### src/knpm_pkg.sv
`default_nettype none

package knpm_pkg;

    // Fixed field widths of the item and result beats.
    localparam int COORD_W   = 20;
    localparam int ELEM_W    = 11;
    localparam int TAG_W     = 25;
    localparam int OP_W      = 2;
    localparam int OUT_IDX_W = 10;
    localparam int DIFF_W    = COORD_W + 1;
    localparam int SQ_W      = 2 * COORD_W + 1;
    localparam int SUM_W     = SQ_W + 1;
    localparam int DIST_W    = 43;

    localparam int DEFAULT_TABLE_DEPTH = 1024;

    // Operation codes carried by an input beat.
    localparam logic [OP_W-1:0] OP_CLEAR = 2'd0;
    localparam logic [OP_W-1:0] OP_LOAD  = 2'd1;
    localparam logic [OP_W-1:0] OP_QUERY = 2'd2;

    // One stored table entry.
    typedef struct packed {
        logic [COORD_W-1:0] x;
        logic [COORD_W-1:0] y;
        logic [ELEM_W-1:0]  elem;
        logic [TAG_W-1:0]   tag;
    } entry_t;

    // Control from the sequencer to the scan datapath.
    typedef struct packed {
        logic start;
        logic rd_valid;
        logic require_label;
    } scan_ctl_t;

endpackage

`default_nettype wire

### src/knpm_scan.sv
`default_nettype none

// Three-stage datapath: qualify and difference, square, accumulate the best.
module knpm_scan #(
    parameter int TABLE_DEPTH = knpm_pkg::DEFAULT_TABLE_DEPTH,
    parameter int IDX_W       = $clog2(TABLE_DEPTH)
) (
    input  wire                                clk,
    input  wire                                rst_n,
    input  wire knpm_pkg::scan_ctl_t           ctl,
    input  wire knpm_pkg::entry_t              entry,
    input  wire  [IDX_W-1:0]                   entry_idx,
    input  wire  [knpm_pkg::COORD_W-1:0]       q_x,
    input  wire  [knpm_pkg::COORD_W-1:0]       q_y,
    input  wire  [knpm_pkg::ELEM_W-1:0]        q_elem,
    input  wire  [knpm_pkg::TAG_W-1:0]         q_tag,
    output logic                               busy,
    output logic                               best_found,
    output logic [IDX_W-1:0]                   best_idx,
    output logic [knpm_pkg::TAG_W-1:0]         best_tag,
    output logic [knpm_pkg::SUM_W-1:0]         best_dist
);

    logic                                s1_valid_reg;
    logic signed [knpm_pkg::DIFF_W-1:0]  s1_dx_reg;
    logic signed [knpm_pkg::DIFF_W-1:0]  s1_dy_reg;
    logic [IDX_W-1:0]                    s1_idx_reg;
    logic [knpm_pkg::TAG_W-1:0]          s1_tag_reg;

    logic                                s2_valid_reg;
    logic [knpm_pkg::SQ_W-1:0]           s2_sqx_reg;
    logic [knpm_pkg::SQ_W-1:0]           s2_sqy_reg;
    logic [IDX_W-1:0]                    s2_idx_reg;
    logic [knpm_pkg::TAG_W-1:0]          s2_tag_reg;

    logic                                found_reg;
    logic [IDX_W-1:0]                    idx_reg;
    logic [knpm_pkg::TAG_W-1:0]          tag_reg;
    logic [knpm_pkg::SUM_W-1:0]          dist_reg;

    logic                                match;
    logic signed [knpm_pkg::DIFF_W-1:0]  dx_next;
    logic signed [knpm_pkg::DIFF_W-1:0]  dy_next;
    logic signed [2*knpm_pkg::DIFF_W-1:0] prod_x;
    logic signed [2*knpm_pkg::DIFF_W-1:0] prod_y;
    logic [knpm_pkg::SUM_W-1:0]          sum;
    logic                                take;

    // An entry qualifies on its element, and on its label when required.
    assign match = (entry.elem == q_elem)
                   && (!ctl.require_label || (entry.tag == q_tag));
    assign dx_next = $signed({entry.x[knpm_pkg::COORD_W-1], entry.x})
                     - $signed({q_x[knpm_pkg::COORD_W-1], q_x});
    assign dy_next = $signed({entry.y[knpm_pkg::COORD_W-1], entry.y})
                     - $signed({q_y[knpm_pkg::COORD_W-1], q_y});

    assign prod_x = s1_dx_reg * s1_dx_reg;
    assign prod_y = s1_dy_reg * s1_dy_reg;

    assign sum  = {1'b0, s2_sqx_reg} + {1'b0, s2_sqy_reg};
    // Strict compare keeps the earliest entry on a tie.
    assign take = s2_valid_reg && (!found_reg || (sum < dist_reg));

    always_ff @(posedge clk or negedge rst_n)
    begin
        if (!rst_n)
        begin
            s1_valid_reg <= 1'b0;
            s2_valid_reg <= 1'b0;
            found_reg    <= 1'b0;
        end
        else
        begin
            s1_valid_reg <= ctl.rd_valid && match;
            s2_valid_reg <= s1_valid_reg;
            if (ctl.start)
            begin
                found_reg <= 1'b0;
            end
            else if (take)
            begin
                found_reg <= 1'b1;
            end
        end
    end

    always_ff @(posedge clk)
    begin
        s1_dx_reg  <= dx_next;
        s1_dy_reg  <= dy_next;
        s1_idx_reg <= entry_idx;
        s1_tag_reg <= entry.tag;
        s2_sqx_reg <= prod_x[knpm_pkg::SQ_W-1:0];
        s2_sqy_reg <= prod_y[knpm_pkg::SQ_W-1:0];
        s2_idx_reg <= s1_idx_reg;
        s2_tag_reg <= s1_tag_reg;
        if (take)
        begin
            idx_reg  <= s2_idx_reg;
            tag_reg  <= s2_tag_reg;
            dist_reg <= sum;
        end
    end

    assign busy       = ctl.rd_valid || s1_valid_reg || s2_valid_reg;
    assign best_found = found_reg;
    assign best_idx   = idx_reg;
    assign best_tag   = tag_reg;
    assign best_dist  = dist_reg;

endmodule

`default_nettype wire
### config.mk
export PLATFORM = sky130hd
export DESIGN_NAME = knpm_scan
export DESIGN_NICKNAME = d
export VERILOG_FILES = /design/src/knpm_pkg.sv /design/src/knpm_scan.sv
export SDC_FILE = /design/constraint.sdc
export NUM_CORES = 2
export LEC_CHECK = 0
export BUFFER_PORTS_ARGS = -buffer_cell sky130_fd_sc_hd__buf_2
export CELL_PAD_IN_SITES_DETAIL_PLACEMENT = 2
export CELL_PAD_IN_SITES_GLOBAL_PLACEMENT = 2
export CORE_UTILIZATION = 45
export DETAILED_ROUTE_END_ITERATION = 10
export PLACE_DENSITY_LB_ADDON = 0.1
export SLEW_MARGIN = 20
export SYNTH_ARGS = -nofsm -noshare
export SYNTH_HDL_FRONTEND = slang
export SYNTH_SLANG_ARGS = --single-unit
### constraint.sdc
create_clock -name clk -period 18.2 [get_ports clk]
set_input_delay 1.82 -clock clk [delete_from_list [all_inputs] [get_ports clk]]
set_output_delay 1.82 -clock clk [all_outputs]
set_load 0.05 [all_outputs]
==> out/qor.txt <==
outcome - finished, final reports clean
I/O Buffers - 245
fraction of registers with async set/reset - 1.10%
top cells by count, synth - inv_1, fa_1, ha_1
Global Route Usage Sum - 26.7%
final hold violation count - 0
total gr overflow - 0
Cell variety after synth - 73
Reg2Reg Launch Point - s1_dx_reg[5]$_DFF_P_
max_slew headroom - 32.6%
number of global-route vias before repair - 34.7k
number of synthesized flops with an enable pin - 77
Setup crit end kind - flip-flop
initial antenna violation count - 2
Max Fclk - 119 MHz
critical path type - reg2reg
Antenna Cells - 0
Final setup viols - 0
Hold Path End - s2_tag_reg[5]$_DFF_P_
main flop type after synthesis - dfxtp_1
Clk Latency, worst-skew pair - 0.59 ns
DIE WIDTH - 301 µm
flops & latches, synth - 272
DRC violations left - 0
initial drt markers - 894
I/O pin cnt - 246
most frequent cell after synthesis - inv_1
Root Driver - clkbuf_16
Core ar. - 88400 µm²
worst-path fanout max - 20
worst r2r dst - s2_sqx_reg[40]$_DFF_P_
final instance area - 44000 µm²
dpl hpwl - 96.5 mm
H-Tree Depth - 2
Max Used Layer - met4
max reg flops - 42
hold depth - 0
clk_skew - 0.0375 ns
layout cell share with drive strength beyond 1 - 8.42%
Initial Utilization - 45.5%
post-CTS setup buffers - 0
Pins Over Slew Limit - 0
drt total wl - 115 mm
Synth Warn # - 0
Syn Inst Count - 4123
post_cts resized - 0
Critical Path RT - 18.67 ns
Crit path arrival time - 8.89 ns
CTS Buf Count - 36
drt via density - 5.10
post-synth top area cell - fa_1
RSZ-0062 raised after global routing - false
placed cell area - 42800 µm²
Pre-Repair DR Iteration Count - 5
Yosys top cell area share - 40.9%
metal2 WL - 62.2 mm
Max-Cap Viols - 0
Syn Std Cell Area - 40200 µm²
startpoint types - flip-flop
gpl congestion - 0.821
setup tns final - 0 ns
CTS tree - done
pin count of the biggest net entering global routing - 62
min cycle time layout - 8.42 ns
hold path startpoint - s1_tag_reg[5]$_DFF_P_
Post-Syn Area per Cell - 9.75 µm²
FP Rows - 109
HP Class - reg2reg
met1 WL - 46.5 mm
post-route antenna net violation count - 0
Post-Syn Nets - 5473
Area Overhead vs Synth - 9.56%
final non-filler cell total - 5546
FF-to-FF path depth - 22
Tcrit/Tclk final - 46.3%
global-route wire length before repair - 187 mm
reg-to-reg slack, setup - 9.78 ns
drt wl/cell - 20.8 µm
Die ar. - 90500 µm²
WL met3 - 3.10 mm
placed insts - 5481
clock sinks - 272
Clock Path Buffers - 3
Reg clk slew, reported paths - 0.06 ns
die height - 301 µm
worst-margin pin slew - 1.01 ns
post-synthesis sequential area ratio - 15.5%
hold_buf cts - 0
synth top area cells - fa_1, ha_1, inv_1
total number of vias - 28.3k
final net count - 5704
worst max path at each step:
stage / slack [ns] / end / cells after the start / from
6_report: 9.78 / s2_sqx_reg[40]$_DFF_P_ / 22 / s1_dx_reg[5]$_DFF_P_
5_1_grt: 9.30 / s2_sqx_reg[40]$_DFF_P_ / 22 / s1_dx_reg[5]$_DFF_P_
4_1_cts: 9.79 / s2_sqx_reg[40]$_DFF_P_ / 22 / s1_dx_reg[5]$_DFF_P_
3_5_place_dp: 9.88 / s2_sqx_reg[40]$_DFF_P_ / 22 / s1_dx_reg[5]$_DFF_P_
3_3_place_gp: 10.10 / s2_sqx_reg[40]$_DFF_P_ / 22 / s1_dx_reg[5]$_DFF_P_
2_1_floorplan: 10.15 / best_dist[0]$_DFFE_PP_ / 22 / s2_sqx_reg[3]$_DFF_P_
metal layers:
metal / track usage [%] / vias up
met5: 0 / -
met1: 31.9 / 14900
li1: - / 12800
met2: 50.5 / 448
met4: 7.71 / 0
met3: 2.54 / 177
worst max-delay path, cell delays in order, from the launching register on:
cell      delay (ns)
dfxtp_1         0.87
nand2_1         0.25
fa_1            0.59
fa_1            0.61
inv_1           0.07
fa_1            0.87
inv_1           0.22
fa_1            0.52
inv_1           0.06
fa_1            0.50
fa_1            0.51
inv_1           0.06
fa_1            0.51
inv_1           0.05
ha_1            0.32
nand2_1         0.20
o31ai_1         0.70
a31oi_1         0.32
o311ai_1        0.55
nor3_1          0.14
o21bai_1        0.17
a21oi_1         0.09
xnor2_1         0.13
cells in the final DEF, fill, tap and decap left out, types with 27 or more instances in the layout:
master / n
buf_2: 245
nand3_1: 27
ha_1: 361
inv_1: 1192
clkbuf_16: 39
nand2_1: 309
nor2b_1: 27
a21o_1: 53
nor2_1: 144
buf_4: 38
nand2b_1: 32
a21oi_1: 126
xor2_1: 59
dfxtp_1: 192
edfxtp_1: 77
and2_1: 160
xnor2_1: 147
fa_1: 822
o21ai_0: 66
cell type report:
cell class                 instances  area (µm²)
clock buffer                      55        1090
inverter                        1192        4470
fill                            9391       44300
timing repair buffer             283        1510
tap                             1165        1460
multi-input combinational       2569       29200
sequential                       272        6230
clock inverter                    10         110
stage by stage:
step / utilization, % / setup WS (ns) / hold WS, ns
floorplan: - / 10.15 / 0.310
global placement: 48.5 / 10.10 / 0.310
detailed placement: 48.5 / 9.88 / 0.314
CTS: 49.8 / 9.79 / 0.328
global route: 49.8 / 9.30 / 0.333
finish: 49.8 / 9.78 / 0.325
kinds of logic after synthesis:
logic type      after synthesis  synth area share [%]
buf+inv                    1282                  12.0
fa+ha+maj                  1183                  52.2
mux                           3                0.0840
compound gates              403                  6.65
simple gates                774                  9.13
flops                       272                  15.5
xor+xnor                    206                  4.49
Power is left out: the tool's default activity adds up to more than one toggle a clock period on the data nets, which glitch-free logic cannot reach.
